`src/rtl/ble_ram.sv`:
```
`timescale 1ns / 1ps
module ble_ram #(
	parameter int WIDTH = 8,
	parameter int DEPTH = 256
) (
	input  logic                     clk,
	input  logic                     we,
	input  logic                     re,
	input  logic [$clog2(DEPTH)-1:0] addr,
	input  logic [WIDTH-1:0]         wdata,
	output logic [WIDTH-1:0]         rdata
);

	logic [WIDTH-1:0] mem [DEPTH];

	always_ff @(posedge clk) begin
		if (we) begin
			mem[addr] <= wdata;
		end
		if (re) begin
			rdata <= mem[addr];
		end
	end

endmodule

```
`config.mk`:
```
export PLATFORM = sky130hd
export DESIGN_NAME = ble_ram
export DESIGN_NICKNAME = d
export VERILOG_FILES = /design/src/rtl/ble_ram.sv
export SDC_FILE = /design/constraint.sdc
export NUM_CORES = 2
export LEC_CHECK = 0
export ABC_CLOCK_PERIOD_IN_PS = 2500
export BUFFER_PORTS_ARGS = -buffer_cell sky130_fd_sc_hd__buf_2
export CORE_UTILIZATION = 40
export CTS_CLUSTER_DIAMETER = 200
export CTS_CLUSTER_SIZE = 40
export DETAILED_ROUTE_END_ITERATION = 8
export MAX_ROUTING_LAYER = met4
export PLACE_DENSITY = 0.65
export SLEW_MARGIN = 20
export SYNTH_ARGS = -nofsm -noshare
export SYNTH_HDL_FRONTEND = slang
export SYNTH_SLANG_ARGS = --single-unit
export TNS_END_PERCENT = 20
```
`constraint.sdc`:
```
create_clock -name clk -period 2.5 [get_ports clk]
set_input_delay 0.25 -clock clk [delete_from_list [all_inputs] [get_ports clk]]
set_output_delay 0.25 -clock clk [all_outputs]
set_load 0.01 [all_outputs]
```
# Yosys cells after proc, flatten, opt, wreduce, memory -nomap -nowiden
# Memory sizes are Yosys's and may differ from the RTL's. A register that Yosys moved wholly into a read port is not among the register bits.
# Cells that the tools add are included.
[totals] memories=1 output_inout_bits=8 in_bits=19 ram_bits=2048 elab_cells=3 ff_bits=0
[mem_list] memory="mem" words=256 width=8 rd=1 rd_clocked_by_memory_dff=1 wr=1 line_no="14" rtl="logic [WIDTH-1:0] mem [DEPTH];"
[classes] mux=2
[op_table] cell="$mux W1" count=2

# Depth between registers and ports, before layout
[depth] depth_word=2 mapped_depth=10 mapped_depth_nobuf=5

# Worst setup path before layout
# Ideal clock, no wire load.
[synth_path] kind="input port to flip-flop" start="input addr[1]" end="memory mem[111][0] (enable)" path_buffers=5 stages=9 slack_ns=0.031 setup_time_ns=0.370 required_ns=2.130 arrival_ns=2.099 cell_sequence="buf_2 -> clkbuf_1 -> clkbuf_1 -> nand2_1 -> buf_2 -> nor2_1 -> nand2_1 -> clkbuf_1 -> nor2_1"
[synth_lines] item="from (decl)" line_no="9" rtl="input logic [$clog2(DEPTH)-1:0] addr,"
[synth_lines] item="to (decl)" line_no="14"
# Straight into the memory's write port.

==> metrics.md <==
| Metric | Value |
|---|---|
| Antenna Violating Nets Remaining | `0` |
| Slew HR | `0.360` |
| Vias per cell | `around 5.8` |
| DRT iter0 DRCs | `about 5100` |
| Leak Pwr | `between 20 and 30 nW` |
| Initial core utilization | `0.403` |
| Gpl congestion | `between 0.8 and 0.9` |
| Top Metal Used | `met4` |
| Final Max Slew Viols | `0` |
| Syn Inst Count | `~3500` |
| Initial antenna violation count | `8` |
| Status | `complete, but fails checks` |
| Setup bufs post-CTS | `0` |
| Post-synth top area share | `0.786` |
| Final min period | `roughly 2.5 ns` |
| Design area | `88900 sq um` |
| Register area share after synthesis | `0.786` |
| Reg-to-reg slack, setup | `about 0.0057 ns` |
| Area of the multi-input gates | `16000 sq um` |
| Fin cells | `about 6700` |
| Number of max-cap violations | `0` |
| Crit path largest cell delay | `about 0.51 ns` |
| Pwr Density | `624 nW/um^2` |
| Maximum clock frequency | `between 400 and 500 MHz` |
| HPWL Detailed | `approximately 130000 um` |
| Met3 WL | `14400 um` |
| Die X | `between 400 and 500 um` |
| Worst-path cell with the longest stage delay | `mux4_2` |
| Crit Path Max Fanout | `1` |
| Layout Utilization | `0.456` |
| Worst Hold Path EP | `mem[82][1]` |
| Largest net degree at the start of global routing | `roughly 120` |
| Number of core rows | `around 160` |
| Top FF cell, synth | `edfxtp_1` |
| FF+latch area | `61700 sq um` |
| Post-synth EDFFs | `approximately 2000` |
| CP Data Arrival Time | `~3.0 ns` |
| Reg2reg end | `rdata[7]` |
| Pre-CTS WS | `-1.27 ns` |
| Startpoint types | `register` |
| DR pass1 iterations | `6` |
| Final period utilization | `0.998` |
| Core Area | `195000 sq um` |
| # setup viols final | `0` |
| Total nets after synthesis | `~3600` |
| Final Hold Viols | `3` |
| Mean area per synthesized cell | `~22 sq um` |
| CTS Buf Count | `57` |
| Clock Skews | `0.0720 ns` |
| Top cells by count, synth | `2056 x edfxtp_1, 512 x mux4_2, 256 x a22oi_1` |
| Overflow after GRT | `0` |
| R2R Path Start | `mem[3][7]` |
| Unique masters post-synth | `21` |
| H-tree Lvls | `2` |
| Share of layout cells above drive strength 1 | `0.319` |
| Hold Crit Depth | `1` |
| Area after DPL | `87000 sq um` |
| Wire per inst | `between 20 and 30 um` |
| CP cell instances | `mux4_2 > a22oi_1 > a21oi_1 > o41ai_2 > buf_4 > nand4_1` |
| Vias in the first global route | `around 39000` |
| Asr flop ratio synth | `0` |
| First-pass GRT wire length | `between 200000 and 300000 um` |
| Synth top area cells | `edfxtp_1 79%, mux4_2 15%, a22oi_1 2.4%` |
| HP Start | `wdata[1]` |
| Clk buf depth | `3` |
| Fin nets | `approximately 4100` |
| Fillers | `roughly 16000` |
| Layout area overhead | `13.1%` |
| Die Span Y | `about 450 um` |
| I/O Buffers | `26` |
| Power, Total | `0.0554 W` |
| Metal2 WL | `between 90000 and 100000 um` |
| Total GRT Usage | `0.198` |
| DRC viols | `0` |
| CP Capture Type | `register` |
| Slew @ Worst Pin | `0.957 ns` |
| Clock Sinks | `just over 2000` |
| Yosys top cell by area | `edfxtp_1` |
| Clock Pin Slew Worst Setup and Hold Paths | `about 0.14 ns` |
| Yosys warns | `0` |
| CTS tree | `built` |
| Worst Setup Path Type | `register to register` |
| Max rail drop VDD | `approximately 0.64 mV` |
| CTS root buf | `clkbuf_16` |
| Failing checks | `hold timing` |
| Die area | `~200000 sq um` |
| Seq cells post-synth | `2056` |
| Setup ws final | `~0.0057 ns` |
| Top-count cell post-synth | `edfxtp_1` |
| RSZ-0062 raised after global routing | `yes` |
| Clk_lat worst skew | `a little under 0.8 ns` |
| R2R cell count | `6` |
| DRT met1 WL | `about 80000 um` |
| WL final | `about 190000 um` |
| Synthesized cell area | `approximately 79000 sq um` |
| WP data required | `about 3.0 ns` |
| HP Class | `input port to register` |
| Fin Hold WS | `-0.0233 ns` |
| I/O pins | `27` |
| Number of instances in the placed design | `approximately 6600` |
| Via count of the routed design | `38557` |
-- where the power goes --
part           internal [W]  switching [W]
clock               0.00422        0.00952
combinational       0.00147        0.00221
sequential           0.0380      0.0000411
total                0.0436         0.0118
-- through the flow --
step           setup TNS [ns]  hold WS (ns)
2_1_floorplan               0         0.349
5_1_grt              -0.00694        0.0108
4_1_cts               -0.0666        0.0282
3_3_place_gp          -136.31         0.672
3_5_place_dp          -157.64         0.675
6_report                    0       -0.0233
-- cell usage in the layout, fill, tap and decap left out, drive strengths merged --
cell,instances
and2,3
buf,692
diode,4
or2,2
or3,1
dlygate4sd3,7
nand4,8
clkinv,3
nor2b,7
mux4,512
clkbuf,58
o41ai,32
a21oi,128
nand2b,6
nand2,28
inv,2
nand3,13
a22oi,256
edfxtp,2056
nor2,232
nor3,30
-- flip-flops by register name (all words and copies together) (netlist names) --
register  cells
rdata         8
mem        2048
-- kinds of logic after synthesis --
logic type	after synthesis	synth area share
flip-flops	2056	0.786
multiplexers	512	0.147
AO/OA/AOI/OAI	416	0.0362
AND/OR/NAND/NOR	330	0.0173
buffers and inverters	233	0.0140
-- worst max path at each step --
stage,startpoint,endpoint,slack [ns],cells past startpoint
2_1_floorplan,addr[1],mem[111][0],0.03,9
3_3_place_gp,addr[0],rdata[6],-1.30,9
3_5_place_dp,addr[0],rdata[1],-1.27,10
4_1_cts,mem[123][7],rdata[7],-0.07,6
5_1_grt,mem[107][2],rdata[2],-0.007,7
6_report,mem[3][7],rdata[7],0.006,6
-- final cells by class --
class | count | share of cell area
clock buffers | 57 | 0.0161
well taps | 2624 | 0.0369
flip-flops and latches | 2056 | 0.695
diodes | 4 | 0.000113
inverters | 1 | 0.0000422
repair buffers | 700 | 0.0712
clock inverters | 4 | 0.00111
multi-input cells | 1258 | 0.180
-- layer usage --
layer	vias to the layer above	global-route usage
li1	15931	-
met1	20831	0.274
met2	1593	0.316
met3	202	0.0247
met4	0	0.0447
met5	-	-
-- repair_timing --
| item | 4_1_cts | 5_1_grt |
|---|---|---|
| endpoints found under the setup margin | 6 | 6 |
| hold buffers | 7 | 0 |
| endpoints found under the hold margin | 254 | 0 |
| pin swaps | 1 | 2 |
| resized for setup | 15 | 15 |
-- worst max-delay path: cells and delay by family, from the launching register on --
family	cells	cell delay (ns)
flops	1	0.40
simple gates	1	0.09
buf+inv	1	0.23
compound gates	3	1.00
mux	1	0.51
Power figures use the tool's default switching activity.
