### src/rtl/ble_pkg.sv
`timescale 1ns / 1ps
package ble_pkg;

	localparam int MEM_BYTES = 1024;
	localparam int BANKS     = 4;
	localparam int ROWS      = MEM_BYTES / BANKS;
	localparam int ROW_W     = $clog2(ROWS);
	localparam int LOC_W     = $clog2(MEM_BYTES);
	localparam logic [ROW_W-1:0] ROW_LAST = ROW_W'(ROWS - 1);

	localparam logic [5:0] OP_LB  = 6'd32;
	localparam logic [5:0] OP_LH  = 6'd33;
	localparam logic [5:0] OP_LW  = 6'd35;
	localparam logic [5:0] OP_LBU = 6'd36;
	localparam logic [5:0] OP_LHU = 6'd37;
	localparam logic [5:0] OP_SB  = 6'd40;
	localparam logic [5:0] OP_SH  = 6'd41;
	localparam logic [5:0] OP_SW  = 6'd43;

	typedef struct packed {
		logic [5:0]  kind;
		logic [31:0] address;
		logic [31:0] store_data;
	} req_t;

	typedef struct packed {
		logic [31:0] result;
		logic        unknown_opcode;
	} rsp_t;

	typedef struct packed {
		logic [BANKS-1:0]            we;
		logic [BANKS-1:0][ROW_W-1:0] row;
		logic [BANKS-1:0][7:0]       wdata;
	} bank_req_t;

	typedef enum logic {
		ST_CLEAR,
		ST_RUN
	} state_t;

	function automatic logic is_load(input logic [5:0] kind);
		return kind inside {OP_LW, OP_LH, OP_LHU, OP_LB, OP_LBU};
	endfunction

	function automatic logic is_store(input logic [5:0] kind);
		return kind inside {OP_SW, OP_SH, OP_SB};
	endfunction

endpackage

### src/rtl/ble_load_align.sv
`timescale 1ns / 1ps
module ble_load_align
	import ble_pkg::*;
(
	input  req_t                  req,
	input  logic [BANKS-1:0][7:0] rdata,
	output rsp_t                  rsp
);

	logic [1:0]       off;
	logic [3:0][7:0]  bytes;

	assign off = req.address[1:0];

	always_comb begin
		for (int k = 0; k < BANKS; k++) begin
			bytes[k] = rdata[off + 2'(k)];
		end
	end

	always_comb begin
		rsp.unknown_opcode = 1'b0;
		case (req.kind)
			OP_LW:   rsp.result = {bytes[0], bytes[1], bytes[2], bytes[3]};
			OP_LH:   rsp.result = {{16{bytes[0][7]}}, bytes[0], bytes[1]};
			OP_LHU:  rsp.result = {16'h0000, bytes[0], bytes[1]};
			OP_LB:   rsp.result = {{24{bytes[0][7]}}, bytes[0]};
			OP_LBU:  rsp.result = {24'h000000, bytes[0]};
			default: begin
				rsp.result         = req.address;
				rsp.unknown_opcode = !is_store(req.kind);
			end
		endcase
	end

endmodule

### config.mk
export PLATFORM = sky130hd
export DESIGN_NAME = ble_load_align
export DESIGN_NICKNAME = d
export VERILOG_FILES = /design/src/rtl/ble_pkg.sv /design/src/rtl/ble_load_align.sv
export SDC_FILE = /design/constraint.sdc
export NUM_CORES = 1
export LEC_CHECK = 0
export ABC_AREA = 1
export ABC_CLOCK_PERIOD_IN_PS = 1000
export BUFFER_PORTS_ARGS = -buffer_cell sky130_fd_sc_hd__buf_2
export CORE_ASPECT_RATIO = 1.4
export CORE_MARGIN = 3
export CORE_UTILIZATION = 38
export DETAILED_ROUTE_END_ITERATION = 10
export PLACE_DENSITY_LB_ADDON = 0.2
export SYNTH_ARGS = -nofsm -noshare
export SYNTH_HDL_FRONTEND = slang
export SYNTH_SLANG_ARGS = --single-unit
### constraint.sdc
create_clock -name vclk -period 1
set_input_delay 0.15 -clock vclk [all_inputs]
set_output_delay 0.15 -clock vclk [all_outputs]
set_load 0.01 [all_outputs]
* Word-level counts from Yosys, hierarchy flattened
Index checks and enable logic that the tools add are counted.
** Storage, ports and cells
- Logic and storage cells :: 28
- Register bits :: 0
- Bits of input ports :: 102
- Output and inout bits :: 33
** Cells by class
- Add/sub/neg operators :: 3
- Equal/unequal tests :: 8
- $lt $le $gt $ge :: 4
- Reduce and logical (&&, ||, !) cells :: 3
- Mux-type cells :: 10
** Operator list (number)
- case mux 32 bit (5 select lines) :: 1
- binary-select mux 8 bit (select 2 bit) :: 4
- == test 6 bit (second input constant) :: 8
- two-way mux 8 bit :: 4
- less-than comparator 2 x 3 -> 1 bit (second input constant) :: 4
- OR reduction 5 bit :: 1
- adder 2 bit (second input constant) :: 2
- nonzero test 3 bit :: 1
- adder 2 x 1 -> 2 bit (second input constant) :: 1
- zero test 1 bit :: 1
- two-way mux 1 bit :: 1

* Depth between registers and ports, before layout
- Depth in word-level cells :: 4
- Depth in mapped cells :: 8
- Depth with buffers taken out :: 7

* Least setup slack after synthesis
No wires, ideal clock.
- Path type :: input to output
- Start point :: input req[69] in the netlist's numbering
- End point :: output rsp[12] in the netlist's numbering
- Cell stages on the path :: 7
- Setup slack :: -89 ps
- Required time :: 850 ps
- Data arrival time :: 939 ps
- Cells stage by stage :: inv_1 nor2_4 nand2_1 nor2_4 buf_4 nand2_1 nand4_1
** RTL lines
- start: declaration :: line ble_load_align.sv:5 : input req_t req,
- end: declaration :: line ble_load_align.sv:7 : output rsp_t rsp

==> results by group <==
Logic synthesis
  • Syn Std Cell Area: 0.00176 sq mm
  • Yosys top cell area share: 46.8%
  • Yosys top cell by area: nand2_1
  • YS warnings: 0
  • Most frequent cell after synthesis: nand2_1
  • Top cells by count, synth: nand2_1 (219), nand3_1 (76), inv_1 (36)
  • Count of cell types in the netlist: 19
  • Syn_area_per_cell: between 4 and 5 sq um
  • Synth area leaders: nand2_1 (47%), nand3_1 (22%), inv_1 (7.7%)
  • Sequential area share after synthesis: 0%
  • Syn_nets: 495
  • Post-synthesis instance total: ~400

Final layout
  • Post-route insts no fill: 574
  • FF/Latch Area: 0 sq um
  • N_diodes: 0
  • Area growth syn-to-layout: 76.0%
  • Clock Buffer Count: 0
  • Seq cells: 0
  • Nets: approximately 620
  • Fin util: 71.2%
  • Layout cell share with drive strength beyond 1: between 40% and 50%

Run status
  • Failing checks: setup timing
  • Outcome: complete, but fails checks

STA
  • Final hold vios: 0
  • RSZ-0062 raised after global routing: true
  • Slew Limit Fails: 0
  • Achievable Freq: 0.732 GHz
  • Worst Setup Slack, final: -0.366 ns
  • Final setup fails: 33
  • Minimum clock period: 1.37 ns
  • Worst Max-Slew Pin Slew: 0.205 ns
  • Slew headroom: 86.3%
  • Hold WS: around 0.58 ns
  • Fin crit share: 137%

Power and ir drop
  • Combinational power share: 100.0%
  • P per Cell Area: just over 400 mW/mm^2
  • Sw Share: 54.5%
  • Clock share of power: 0%
  • Reg power frac: 0%
  • Switching power: around 0.00070 W
  • Peak VDD IR: 228 uV
  • Int Pwr: 0.000585 W
  • Leak: 1.81 nW
  • Overall power: 0.00129 W

Routing
  • WL/cell: 12.6 microns
  • WL final: 7.21 mm
  • Iter 0 DRT Violations: roughly 170
  • Vias per inst: 5.02
  • Remaining DRCs: 0
  • Antenna-violating nets left: 0
  • Via count: approximately 2900
  • First-pass detailed-route iteration total: 4

Global routing
  • Total track usage: 24.7%
  • Largest net degree at the start of global routing: 25
  • First-pass GRT wire length: 11.5 mm
  • Gr ovfl total: 0
  • Vias in the first global route: 2694
  • Initial antenna violation count: 0

Worst hold path
  • Worst hold path class: in -> out
  • Min-Delay Path Depth: 4

Floorplan
  • # IOs: between 100 and 150
  • Die area: 0.00549 sq mm
  • # rows: 28
  • Core area: roughly 0.0043 sq mm
  • Starting Density: between 40 and 50%
  • Die width: between 60 and 70 microns
  • Die Ht: between 80 and 90 microns

Critical path
  • Crit end category: output port
  • CP cell instances: buf_8, inv_8, nor2_4, buf_4, nand2_2, nor2_4, buf_12, nand2_1, nand4_1, buf_2
  • Required @ worst endpoint: 0.85 ns
  • CP Launch Type: primary input
  • Crit-path max cell delay: 0.17 ns
  • Crit path max-delay cell type: nor2_4
  • Critical path fanouts, max: 11
  • Crit Path Category: in -> out
  • Most used cell, CP: nor2_4
  • Crit path DAT: ~1.2 ns

Placed design
  • Inst Count DP: 564
  • I/O Buffers: between 100 and 150
  • RD Place Congestion: 0.907
  • Detailed placement HPWL: 5.30 mm

Run
  • MaxCap Viol Count: 0
## final timing paths
check / start / end / slack, ns
setup / recovery: req[69] / rsp[11] / -0.37
hold / removal: req[59] / rsp[28] / 0.58
## power by group through the flow
stage | logic, W | clock network [W] | registers [W]
2_1_floorplan | 0.000625 | 0 | 0
3_3_place_gp | 0.00103 | 0 | 0
3_5_place_dp | 0.00104 | 0 | 0
4_1_cts | 0.00123 | 0 | 0
5_1_grt | 0.00141 | 0 | 0
6_report | 0.00129 | 0 | 0
## worst max-delay path, delay by kind of cell
family                 cells  cell delay (ns)
buffers and inverters      5             0.56
and+or+nand+nor            5             0.51
## cell usage in the layout, fill, tap and decap left out, types with 2 or more instances in the layout
cell	n
nand2_1	197
buf_2	84
nand3_1	43
inv_1	35
nand3_2	32
buf_6	24
nand2_2	23
buf_4	20
nand4_1	15
buf_12	5
nor2_4	4
nor2_1	4
inv_6	3
nand2_4	3
nor2_2	3
buf_8	3
inv_8	2
nand2_8	2
nand3_4	2
buf_16	2
## repair_timing
action | 4_1_cts | 5_1_grt
gates resized for setup | 72 | 19
gates cloned | 2 | 3
hold buffers | 0 | 0
endpoints found under the setup margin | 33 | 33
pin swaps | 18 | 7
buffers inserted | 2 | 3
## per-layer routing
layer	share of wire [%]	wire length, microns	global-route usage (%)
met2	52	3710	45.9
met1	39	2820	30.0
met3	7.2	517	2.72
met4	2.1	153	5.50
met5	0	0	0
## final cells by class
type	count	area, sq um
inverter	40	185
tap	60	75.1
timing repair inverter	2	17.5
fill	406	1250
timing repair buffer	139	1070
multi-input combinational	333	1750
## kinds of logic (layout without fill, tap and decap cells)
group                  Yosys count  count (layout)  synth area share [%]
AO/OA/AOI/OAI                    4               4                  1.35
AND/OR/NAND/NOR                329             329                  81.6
buffers and inverters           60             181                  17.1
## stage by stage
| step | setup WS [ns] | area (sq um) | TNS (ns) |
|---|---|---|---|
| CTS | -0.291 | 2950 | -8.57 |
| global placement | -0.359 | 2580 | -10.98 |
| finish | -0.366 | 3090 | -10.82 |
| floorplan | -0.0509 | 1880 | -1.35 |
| global route | -0.426 | 3090 | -12.80 |
| detailed placement | -0.374 | 2580 | -11.50 |
Power figures use the tool's default switching activity.
