<file path="src/rtl/ble_pkg.sv">
`timescale 1ns / 1ps
package ble_pkg;

	localparam int MEM_BYTES = 1024;
	localparam int BANKS     = 4;
	localparam int ROWS      = MEM_BYTES / BANKS;
	localparam int ROW_W     = $clog2(ROWS);
	localparam int LOC_W     = $clog2(MEM_BYTES);
	localparam logic [ROW_W-1:0] ROW_LAST = ROW_W'(ROWS - 1);

	localparam logic [5:0] OP_LB  = 6'd32;
	localparam logic [5:0] OP_LH  = 6'd33;
	localparam logic [5:0] OP_LW  = 6'd35;
	localparam logic [5:0] OP_LBU = 6'd36;
	localparam logic [5:0] OP_LHU = 6'd37;
	localparam logic [5:0] OP_SB  = 6'd40;
	localparam logic [5:0] OP_SH  = 6'd41;
	localparam logic [5:0] OP_SW  = 6'd43;

	typedef struct packed {
		logic [5:0]  kind;
		logic [31:0] address;
		logic [31:0] store_data;
	} req_t;

	typedef struct packed {
		logic [31:0] result;
		logic        unknown_opcode;
	} rsp_t;

	typedef struct packed {
		logic [BANKS-1:0]            we;
		logic [BANKS-1:0][ROW_W-1:0] row;
		logic [BANKS-1:0][7:0]       wdata;
	} bank_req_t;

	typedef enum logic {
		ST_CLEAR,
		ST_RUN
	} state_t;

	function automatic logic is_load(input logic [5:0] kind);
		return kind inside {OP_LW, OP_LH, OP_LHU, OP_LB, OP_LBU};
	endfunction

	function automatic logic is_store(input logic [5:0] kind);
		return kind inside {OP_SW, OP_SH, OP_SB};
	endfunction

endpackage

</file>
<file path="src/rtl/ble_addr_map.sv">
`timescale 1ns / 1ps
module ble_addr_map
	import ble_pkg::*;
(
	input  req_t      req,
	output bank_req_t bank
);

	logic [LOC_W-1:0] loc;
	logic [1:0]       off;
	logic [ROW_W-1:0] row;
	logic [1:0]       last;

	assign loc = req.address[LOC_W-1:0];
	assign off = loc[1:0];
	assign row = loc[LOC_W-1:2];

	always_comb begin
		case (req.kind)
			OP_SW:   last = 2'd3;
			OP_SH:   last = 2'd1;
			default: last = 2'd0;
		endcase
	end

	always_comb begin
		logic [1:0] bi;
		logic [1:0] k;
		logic [1:0] j;
		for (int b = 0; b < BANKS; b++) begin
			bi = 2'(b);
			k  = bi - off;
			j  = last - k;
			bank.we[b]    = is_store(req.kind) && (k <= last);
			bank.row[b]   = row + ROW_W'(bi < off);
			bank.wdata[b] = req.store_data[{j, 3'b000} +: 8];
		end
	end

endmodule

</file>
<file path="config.mk">
export PLATFORM = sky130hd
export DESIGN_NAME = ble_addr_map
export DESIGN_NICKNAME = d
export VERILOG_FILES = /design/src/rtl/ble_pkg.sv /design/src/rtl/ble_addr_map.sv
export SDC_FILE = /design/constraint.sdc
export NUM_CORES = 1
export LEC_CHECK = 0
export BUFFER_PORTS_ARGS = -buffer_cell sky130_fd_sc_hd__buf_2
export CORE_MARGIN = 5
export CORE_UTILIZATION = 40
export DETAILED_ROUTE_END_ITERATION = 10
export PLACE_DENSITY = 0.9
export REMOVE_ABC_BUFFERS = 1
export SLEW_MARGIN = 15
export SYNTH_ARGS = -nofsm -noshare
export SYNTH_HDL_FRONTEND = slang
export SYNTH_SLANG_ARGS = --single-unit
</file>
<file path="constraint.sdc">
create_clock -name vclk -period 2.2
set_input_delay 0 -clock vclk [all_inputs]
set_output_delay 0 -clock vclk [all_outputs]
set_load 0.05 [all_outputs]
</file>
; ---- Yosys cells after proc, flatten, opt, wreduce, memory -nomap -nowiden
; Index checks and enable logic that the tools add are counted.
[totals]
ff_bits = 0
inputBits = 70
out_inout_bits = 68
elab_cells = 33
[classes]
addsub = 12
n_lt_le_gt_ge = 8
eq_ne = 3
shift = 4
mux = 1
reduce_logical = 5
[op_table]
columns = op, n
row1 = 32-bit by 6-bit variable part select with 8-bit output, 4
row2 = 8-bit by 1-bit adder with 8-bit output, 4
row3 = "6-bit equality test, second input constant", 3
row4 = 2-bit <= comparator, 4
row5 = 2-bit subtractor, 4
row6 = 1-bit logical AND, 4
row7 = "1-bit by 2-bit less-than comparator with 1-bit output, first input constant", 2
row8 = "2-bit less-than comparator, first input constant", 2
row9 = 2-bit one-hot mux with 2 select lines, 1
row10 = "1-bit by 2-bit subtractor with 2-bit output, first input constant", 2
row11 = "2-bit subtractor, first input constant", 2
row12 = 3-bit nonzero test, 1

; ---- Longest topological paths before layout
; Gate-level depths: netlist (run 1).
[logic_depth]
word_depth = 4
ltp_mapped = 9

; ---- Least setup slack after synthesis (run 1)
; OpenSTA, ideal clock, no wires.
[synth_path]
path_kind = input to output
startpoint = input port req[68] (netlist bit)
endpoint = output port bank[14] (netlist bit)
arrival_ns = 2.048
required_time_ns = 2.200
slack_ns = 0.152
stages = 6
path_buffers = 1
path_cell_list = and4bb_2 -> nand2_1 -> ha_1 -> fa_1 -> clkbuf_1 -> mux4_2
[synth_lines]
columns = item, line_no
row1 = start: declaration, ble_addr_map.sv:5  ; input req_t req,
row2 = end: declaration, ble_addr_map.sv:6  ; output bank_req_t bank

==> results by group, run 1 <==
Global route
  • Initial antenna violation count: 0
  • Vias in the first global route: 1467
  • First-pass GRT wire length: 6637 µm
  • Remaining Overflow, GRT: 0
  • GRT busiest layer: met2
  • Met1 usage: 19.14%
  • GRT met2 Usage: 29.80%
  • Largest net degree at the start of global routing: 21
  • Met3 usage: 1.122%
  • GRT Util Overall: 15.60%

Final layout
  • Fraction of layout cells with a size suffix above 1: 66.53%
  • Non-Filler Instances: 284
  • FILL cells: 308
  • Layout Area Growth over Synthesis: 39.92%
  • Clock buffers: 0
  • Ant diodes: 0
  • Seq cells: 0
  • Area occupied by multi-input gates: 1319 µm²
  • FF/Latch Area: 0 µm²
  • Final Net Count: 326

Detailed routing
  • DRT antenna net count: 0
  • DR vias: 1494
  • Vias per inst: 5.261
  • Post-route DRC: 0
  • 1st-pass router iterations: 4
  • WL/cell: 14.99 µm
  • DR iter-0 viols: 30
  • Final wirelength: 4257 µm

Power and ir drop
  • Pleak: 1.052 nW
  • Worst vdd ir: 0.1915 mV
  • Sequential Power Share: 0%
  • Clock group share of total power: 0%
  • PwrDens: 496.2 nW/µm²
  • Psw: 710.6 µW
  • Switch share: 68.18%
  • Pint: 331.7 µW
  • Total chip power: 1.042 mW
  • Logic pwr share: 100.0%

Worst setup path
  • WS Path Type: primary input to output port
  • Crit-path max FO: 5
  • Critical Path AT: 2.08 ns
  • Critical Path RT: 2.20 ns
  • CP Launch Type: primary input
  • Crit end category: output port

Synth
  • Post-Synthesis Cells: 129
  • Main area contributors after synthesis: mux4_2 39%, ha_1 12%, mux4_1 11%, xor2_1 5.8%, fa_1 5.3%
  • Synth top cells by count: 26 x mux4_2, 14 x ha_1, 11 x nor2_1, 10 x xor2_1
  • Seq/Total Area, Yosys: 0%
  • Top-count cell post-synth: mux4_2
  • Post-synth top area share: 39.00%
  • Syn_area_per_cell: 11.64 µm²
  • Mapped cell area: 1501 µm²
  • Post-synth top area cell: mux4_2
  • Cell variety after synth: 22
  • Ys Warns: 0

Placement
  • Gpl congestion: 0.8747
  • Worst slack at placement: 0.03333 ns
  • Count of input and output buffers: 116
  • DP Wirelength: 3766 µm
  • Inst Count DP: 284

Timing
  • Final worst slack: 0.1244 ns
  • Final Hold Fails: 0
  • Final Critical Period: 2.076 ns
  • Setup TNS: 0 ns
  • RSZ-0062 raised after global routing: false
  • Final setup fails: 0
  • Final Max Slew Viols: 0
  • Worst-Margin Slew: 0.3905 ns
  • Period utilization: 94.35%
  • Smallest hold slack: 0.3365 ns
  • Max-slew headroom: 73.69%
  • Max Clock Freq: 481.8 MHz

Floorplan
  • Top Ports: 138
  • Die Wd: 71.27 µm
  • Die area: 5079 µm²
  • Initial core utilization: 41.01%
  • Die H: 71.27 µm
  • Row cnt: 22
  • Core Region: 3661 µm²

Run
  • Max-cap viol count: 0

Clock tree
  • Post-CTS Resized: 0
  • Cts hold-fix bufs: 0
  • # Post-CTS Setup Buffers: 0

Hold path
  • Worst hold start: req[34]
  • WHS Path Cells: 2
  • Worst Hold Endpoint: bank[56]
  • HP Class: primary input to output port

Status
  • Outcome: complete, no violations
-- routing by layer --
metal	wire length (µm)	part of all wire, %	vias up
li1	-	-	706
met1	1607	38	717
met4	85	2.0	0
met3	304	7.1	8
met2	2259	53	63
met5	0	0	-
-- stage by stage --
stage / area, µm² / util [%]
after floorplan: 1345 / -
after global placement: 2096 / 57.25
after detailed placement: 2096 / 57.25
after CTS: 2096 / 57.25
after global routing: 2101 / 57.38
final: 2101 / 57.38
-- worst max-delay path: stages --
cell and delay, ns:
buf_2 0.10, and4bb_2 0.24, nand2_1 0.15, ha_1 0.17, inv_1 0.06, fa_2 0.63, mux4_2 0.51, buf_2 0.23
-- worst max-delay path by stage --
stage	from	end	slack (ns)	cells after the start
after floorplan	req[68]	bank[67]	-0.45	6
after global placement	req[67]	bank[1]	0.05	8
after detailed placement	req[67]	bank[17]	0.03	8
after CTS	req[67]	bank[17]	0.03	8
after global routing	req[67]	bank[17]	0.03	8
final	req[67]	bank[1]	0.12	8
-- cells by family after synthesis --
kind of cell / Yosys count / synth area share (%)
compound gates: 4 / 1.333
xor+xnor: 18 / 10.50
fa+ha+maj: 18 / 17.00
buf+inv: 29 / 12.67
mux: 32 / 49.50
simple gates: 28 / 9.000
-- cells in the final DEF, fill, tap and decap left out, types with 2 or more instances in the layout --
cell | netlist | layout
nor2_1 | 11 | 11
ha_1 | 14 | 13
fa_2 | 0 | 2
buf_2 | 4 | 116
mux4_1 | 6 | 6
nand3_1 | 7 | 7
a21oi_1 | 2 | 2
buf_4 | 9 | 9
xor2_1 | 10 | 10
inv_1 | 9 | 9
nand2_1 | 4 | 4
fa_1 | 4 | 2
nand4_1 | 3 | 3
xnor2_1 | 8 | 8
buf_12 | 2 | 2
mux4_2 | 26 | 26
o21ai_0 | 2 | 2
-- area by class of cell --
cell class | count | area share [%]
Multi-Input combinational cell | 100 | 62.78
Timing Repair Buffer | 127 | 32.76
Tap cell | 48 | 2.859
Inverter | 9 | 1.608
-- power groups by stage --
stage / Clock (mW) / Sequential, mW / Combinational, mW
after floorplan: 0 / 0 / 0.749
after global placement: 0 / 0 / 1.03
after detailed placement: 0 / 0 / 1.05
after CTS: 0 / 0 / 1.05
after global routing: 0 / 0 / 1.10
final: 0 / 0 / 1.04
Note: power is estimated with default switching activity, not from simulation.
==> run 2: changes to the inputs <==
clock period = 2.1 ns   (was 2.2 ns; I/O delays follow)
==> run 2 against run 1 <==
Effect of this change: flip-flop and latch count unchanged; sequential share of layout area unchanged; via count up 2.9%; setup slack worse by 0.054 ns; core utilization up 0.55 points; clock-buffer cell count unchanged; power up 6.6%; combinational power up 7%; critical path depth unchanged; critical endpoint is now bank[23]; largest cell class unchanged; highest routed layer unchanged.
==> results by group, run 2 (same netlist as run 1, synthesis figures left out) <==
Final layout
  • Seq cells: 0 (unchanged)
  • Non-Filler Instances: 283 (-0.35%)
  • Final instance area: 2121 µm² (+0.95%)
  • Fraction of layout cells with a size suffix above 1: 67.23% (+0.71 points)
  • Final Net Count: 325 (-0.31%)
  • Clock buffers: 0 (unchanged)
  • Commonest cells after routing, fill and taps aside: 110 x buf_2, 26 x mux4_2, 13 x ha_1, 12 x buf_4, 11 x nor2_1
  • Layout Area Growth over Synthesis: 41.25%
  • Layout Utilization: 57.93% (+0.55 points)
  • Most common cell after layout, fill and taps aside: buf_2
  • FF/Latch Area: 0 µm² (unchanged)
  • Ant diodes: 0 (unchanged)

Clock tree
  • # Post-CTS Setup Buffers: 0 (unchanged)

Detailed routing
  • DR iter-0 viols: 81 (+170%)
  • DR vias: 1537 (+2.9%)
  • Final wirelength: 4443 µm (+4.4%)
  • 1st-pass router iterations: 4 (unchanged)
  • DRT antenna net count: 0 (unchanged)
  • Post-route DRC: 0 (unchanged)
  • Vias per inst: 5.431 (+3.2%)
  • WL/cell: 15.70 µm (+4.7%)

Power and ir drop
  • Psw: 749.5 µW (+5.5%)
  • Pleak: 1.055 nW (+0.30%)
  • Worst vdd ir: 0.2147 mV (+12%)
  • Switch share: 67.43% (-0.75 points)
  • PwrDens: 524.1 nW/µm² (+5.6%)
  • Logic pwr share: 100.0% (about the same)
  • Total chip power: 1.112 mW (+6.6%)
  • Pint: 362.0 µW (+9.1%)
  • Clock group share of total power: 0% (unchanged)
  • Sequential Power Share: 0% (unchanged)

Timing
  • Final worst slack: 0.07080 ns (-0.05358 ns)
  • Setup TNS: 0 ns (unchanged)
  • Final Hold Fails: 0 (unchanged)
  • Final Critical Period: 2.029 ns
  • Final Max Slew Viols: 0 (unchanged)
  • Worst-Margin Slew: 0.3627 ns (-0.02782 ns)
  • RSZ-0062 raised after global routing: false
  • Max-slew headroom: 75.57% (+1.9 points)
  • Final setup fails: 0 (unchanged)
  • Period utilization: 96.63%
  • Smallest hold slack: 0.3324 ns (-0.004149 ns)
  • Max Clock Freq: 492.8 MHz

Global route
  • Vias in the first global route: 1423 (-3.0%)
  • Initial antenna violation count: 0 (unchanged)
  • Largest net degree at the start of global routing: 19 (-9.5%)
  • GRT Util Overall: 15.95% (+0.35 points)
  • Remaining Overflow, GRT: 0 (unchanged)
  • First-pass GRT wire length: 6679 µm (+0.63%)

Worst setup path
  • Critical Path Slowest Stage Cell: fa_2
  • Crit end category: output port
  • Crit path launch: req[67]
  • CP max stage delay: 0.65 ns (+0.02 ns)
  • Worst setup path endpoint: bank[23]
  • Critical Path AT: 2.03 ns (-0.05 ns)
  • Crit-path cells: buf_2 -> and4bb_2 -> nand2_2 -> ha_1 -> inv_1 -> fa_2 -> mux4_2 -> buf_4
  • Critical Path RT: 2.10 ns (-0.10 ns)
  • Crit-path max FO: 5 (unchanged)
  • WS Path Type: primary input to output port
  • CP Launch Type: primary input

Floorplan
  • Die area: 5079 µm² (unchanged)
  • Core Region: 3661 µm² (unchanged)
  • Initial core utilization: 41.01% (unchanged)
  • Die H: 71.27 µm (unchanged)
  • Die Wd: 71.27 µm (unchanged)
  • Top Ports: 138 (unchanged)
  • Row cnt: 22 (unchanged)

Status
  • Outcome: complete, no violations

Placement
  • Count of input and output buffers: 116 (unchanged)
  • DP Wirelength: 3870 µm (+2.8%)
  • Gpl congestion: 0.8614 (-1.5%)
  • Dpl cell area: 2088 µm² (-0.36%)
  • Inst Count DP: 283 (-0.35%)
  • Worst slack at placement: -0.05861 ns (-0.09194 ns)

Hold path
  • HP Class: primary input to output port
  • Worst hold start: req[34]

Run
  • Max-cap viol count: 0 (unchanged)
run 2: changes by cell type in the layout (fill, tap and decap cells not counted), sizes merged:
cell	before	now
buf	127	126
run 2: area by class of cell:
type	instances	area (µm²)
Fill cell	324	1540
Timing Repair Buffer	126	703.2
Tap cell	48	60.06
Inverter	9	33.78
Multi-Input combinational cell	100	1324
run 2: worst min path at each step:
stage | depth (start not counted) | endpoint | slack (ns)
after global placement | 2 | bank[56] | 0.33
after floorplan | 0 | bank[56] | 0
final | 2 | bank[56] | 0.33
after global routing | 2 | bank[56] | 0.34
after CTS | 2 | bank[56] | 0.33
after detailed placement | 2 | bank[56] | 0.33
run 2: per-layer routing:
| metal | track usage (%) | part of all wire (%) | vias to the layer above |
|---|---|---|---|
| met5 | 0 | 0 | - |
| met4 | 1.461 | 0.52 | 0 |
| met3 | 2.104 | 8.1 | 4 |
| met2 | 30.51 | 55 | 74 |
| met1 | 19.66 | 36 | 753 |
| li1 | - | - | 706 |
run 2: critical path, delay by kind of cell:
family                   cells  cell delay [ns]
buffers and inverters        3             0.34
multiplexers                 1             0.52
AND/OR/NAND/NOR              2             0.35
adder cells (fa/ha/maj)      2             0.80
run 2: power by group through the flow:
stage,clock (mW),combinational [mW],sequential (mW)
finish,0,1.11,0
global route,0,1.16,0
CTS,0,1.10,0
detailed placement,0,1.10,0
global placement,0,1.08,0
floorplan,0,0.785,0
run 2: timing repair:
| action | CTS | global route |
|---|---|---|
| setup endpoints to repair | 6 | 19 |
| gates resized for setup | 2 | 16 |
| pin swaps | 0 | 2 |
| hold buffers | 0 | 0 |
==> run 3: changes to the inputs <==
BUFFER_PORTS_ARGS = unset   (was -buffer_cell sky130_fd_sc_hd__buf_2)
CORE_ASPECT_RATIO = 1.2   (was unset)
CORE_UTILIZATION = 41   (was 40)
DONT_BUFFER_PORTS = 1   (was unset)
PLACE_DENSITY = 0.59   (was 0.9)
==> run 3 against run 2 <==
Effect of this change: power is 17% lower; global-route usage decreased by 1.7 points; largest power group unchanged; wire length fell by 16%; sequential share of layout area unchanged; design area shrank 21%; flip-flop and latch count did not move; critical path depth decreased by 3; cell count decreased by 35%; die area is 2.0% lower; combinational power is 17% lower; setup slack improved by 0.062 ns; first-iteration DRC count decreased by 37%.
==> results by group, run 3 (same netlist as run 1, synthesis figures left out) <==
Power and ir drop
  • Switch share: 69.79% (+2.4 points)
  • Total chip power: 921.6 µW (-17%)
  • Logic pwr share: 100.0% (about the same)
  • Worst vdd ir: 0.1312 mV (-39%)
  • PwrDens: 548.8 nW/µm² (+4.7%)
  • Psw: 643.1 µW (-14%)
  • Pleak: 0.7017 nW (-33%)
  • Sequential Power Share: 0% (unchanged)
  • Pint: 278.4 µW (-23%)
  • Clock group share of total power: 0% (unchanged)

Floorplan
  • Die Wd: 65.24 µm (-8.5%)
  • Die H: 76.29 µm (+7.1%)
  • Die area: 4977 µm² (-2.0%)
  • Core Region: 3573 µm² (-2.4%)
  • Initial core utilization: 42.02% (+1.0 points)
  • Row cnt: 24 (+9.1%)
  • Top Ports: 138 (unchanged)

Detailed routing
  • 1st-pass router iterations: 4 (unchanged)
  • DR iter-0 viols: 51 (-37%)
  • Final wirelength: 3714 µm (-16%)
  • Post-route DRC: 0 (unchanged)
  • Vias per inst: 6.410 (+18%)
  • DRT antenna net count: 0 (unchanged)
  • WL/cell: 20.30 µm (+29%)
  • DR vias: 1173 (-24%)

Timing
  • Max-slew headroom: 70.13% (-5.4 points)
  • RSZ-0062 raised after global routing: false
  • Final worst slack: 0.1326 ns (+0.06176 ns)
  • Final Hold Fails: 0 (unchanged)
  • Smallest hold slack: 0.00005509 ns (-0.3323 ns)
  • Final setup fails: 0 (unchanged)
  • Period utilization: 93.69% (-2.9 points)
  • Worst-Margin Slew: 0.4488 ns (+0.08617 ns)
  • Final Max Slew Viols: 0 (unchanged)
  • Setup TNS: 0 ns (unchanged)
  • Final Critical Period: 1.967 ns (-0.06176 ns)
  • Max Clock Freq: 508.3 MHz (+3.1%)

Worst setup path
  • Critical Path RT: 2.10 ns (about the same)
  • Crit-path max FO: 5 (unchanged)
  • Crit path launch: req[68]
  • Crit end category: output port
  • Worst setup path endpoint: bank[14]
  • Critical Path AT: 1.97 ns (-0.06 ns)
  • WS Path Type: primary input to output port
  • CP Launch Type: primary input

Global route
  • Remaining Overflow, GRT: 0 (unchanged)
  • Vias in the first global route: 1244 (-13%)
  • GRT Util Overall: 14.26% (-1.7 points)
  • Initial antenna violation count: 0 (unchanged)
  • First-pass GRT wire length: 5913 µm (-11%)
  • Largest net degree at the start of global routing: 36 (+17)

Final layout
  • Ant diodes: 0 (unchanged)
  • Seq cells: 0 (unchanged)
  • Commonest cells after routing, fill and taps aside: 34 x buf_4, 26 x mux4_2, 13 x ha_1, 11 x nor2_1, 10 x xor2_1
  • FF/Latch Area: 0 µm² (unchanged)
  • Layout Utilization: 46.99% (-11 points)
  • Fraction of layout cells with a size suffix above 1: 45.83% (-21 points)
  • Most common cell after layout, fill and taps aside: buf_4
  • Final instance area: 1679 µm² (-21%)
  • Layout Area Growth over Synthesis: 11.83%
  • Non-Filler Instances: 183 (-35%)
  • Final Net Count: 234 (-28%)
  • Clock buffers: 0 (unchanged)

Placement
  • Worst slack at placement: 0.04623 ns (+0.1048 ns)
  • Gpl congestion: 0.8126 (-5.7%)
  • Inst Count DP: 183 (-35%)
  • Dpl cell area: 1672 µm² (-20%)
  • Count of input and output buffers: 0 (-100%)

Hold path
  • HP Class: primary input to output port

Run
  • Max-cap viol count: 0 (unchanged)

Status
  • Outcome: complete, no violations
==> run 3: changes by cell type in the layout (fill, tap and decap cells not counted) <==
cell / before / now
buf_2: 110 / 0
buf_6: 2 / 0
nand2_2: 1 / 0
nand2_1: 3 / 4
buf_4: 12 / 34
buf_12: 2 / 1
==> run 3: worst min-delay path by stage <==
stage,from,to,slack (ns),cells past startpoint
after floorplan,req[34],bank[56],0,0
after global placement,req[34],bank[56],0.0004,0
after detailed placement,req[34],bank[56],0.0004,0
after CTS,req[34],bank[56],0.0004,0
after global routing,req[34],bank[56],0.0003,0
final,req[34],bank[56],0.00006,0
==> run 3: metal layers <==
layer	GRT usage, %	vias up	part of all wire, %
met4	0.8299	0	0.81
met1	14.15	593	30
met5	0	-	0
met3	2.802	2	10
li1	-	519	-
met2	30.09	59	59
==> run 3: timing repair <==
action                     CTS  global route
buffers inserted             0             0
setup endpoints to repair    0             7
hold buffers                 0             0
gates resized for setup      0             3
==> run 3: final cells by class <==
type | count | area, µm²
inverters | 9 | 33.78
well taps | 39 | 48.80
repair buffers | 35 | 275.3
fillers | 328 | 1894
multi-input cells | 100 | 1321
==> run 3: power groups by stage <==
stage          sequential (mW)  combinational [mW]  clock [mW]
3_3_place_gp                 0               0.919           0
3_5_place_dp                 0               0.927           0
5_1_grt                      0               0.958           0
2_1_floorplan                0               0.785           0
4_1_cts                      0               0.927           0
6_report                     0               0.922           0
==> run 3: worst max-delay path, cell delays in order <==
cell      delay, ns
and4bb_2       0.29
nand2_1        0.12
ha_1           0.22
fa_2           0.64
mux4_2         0.69
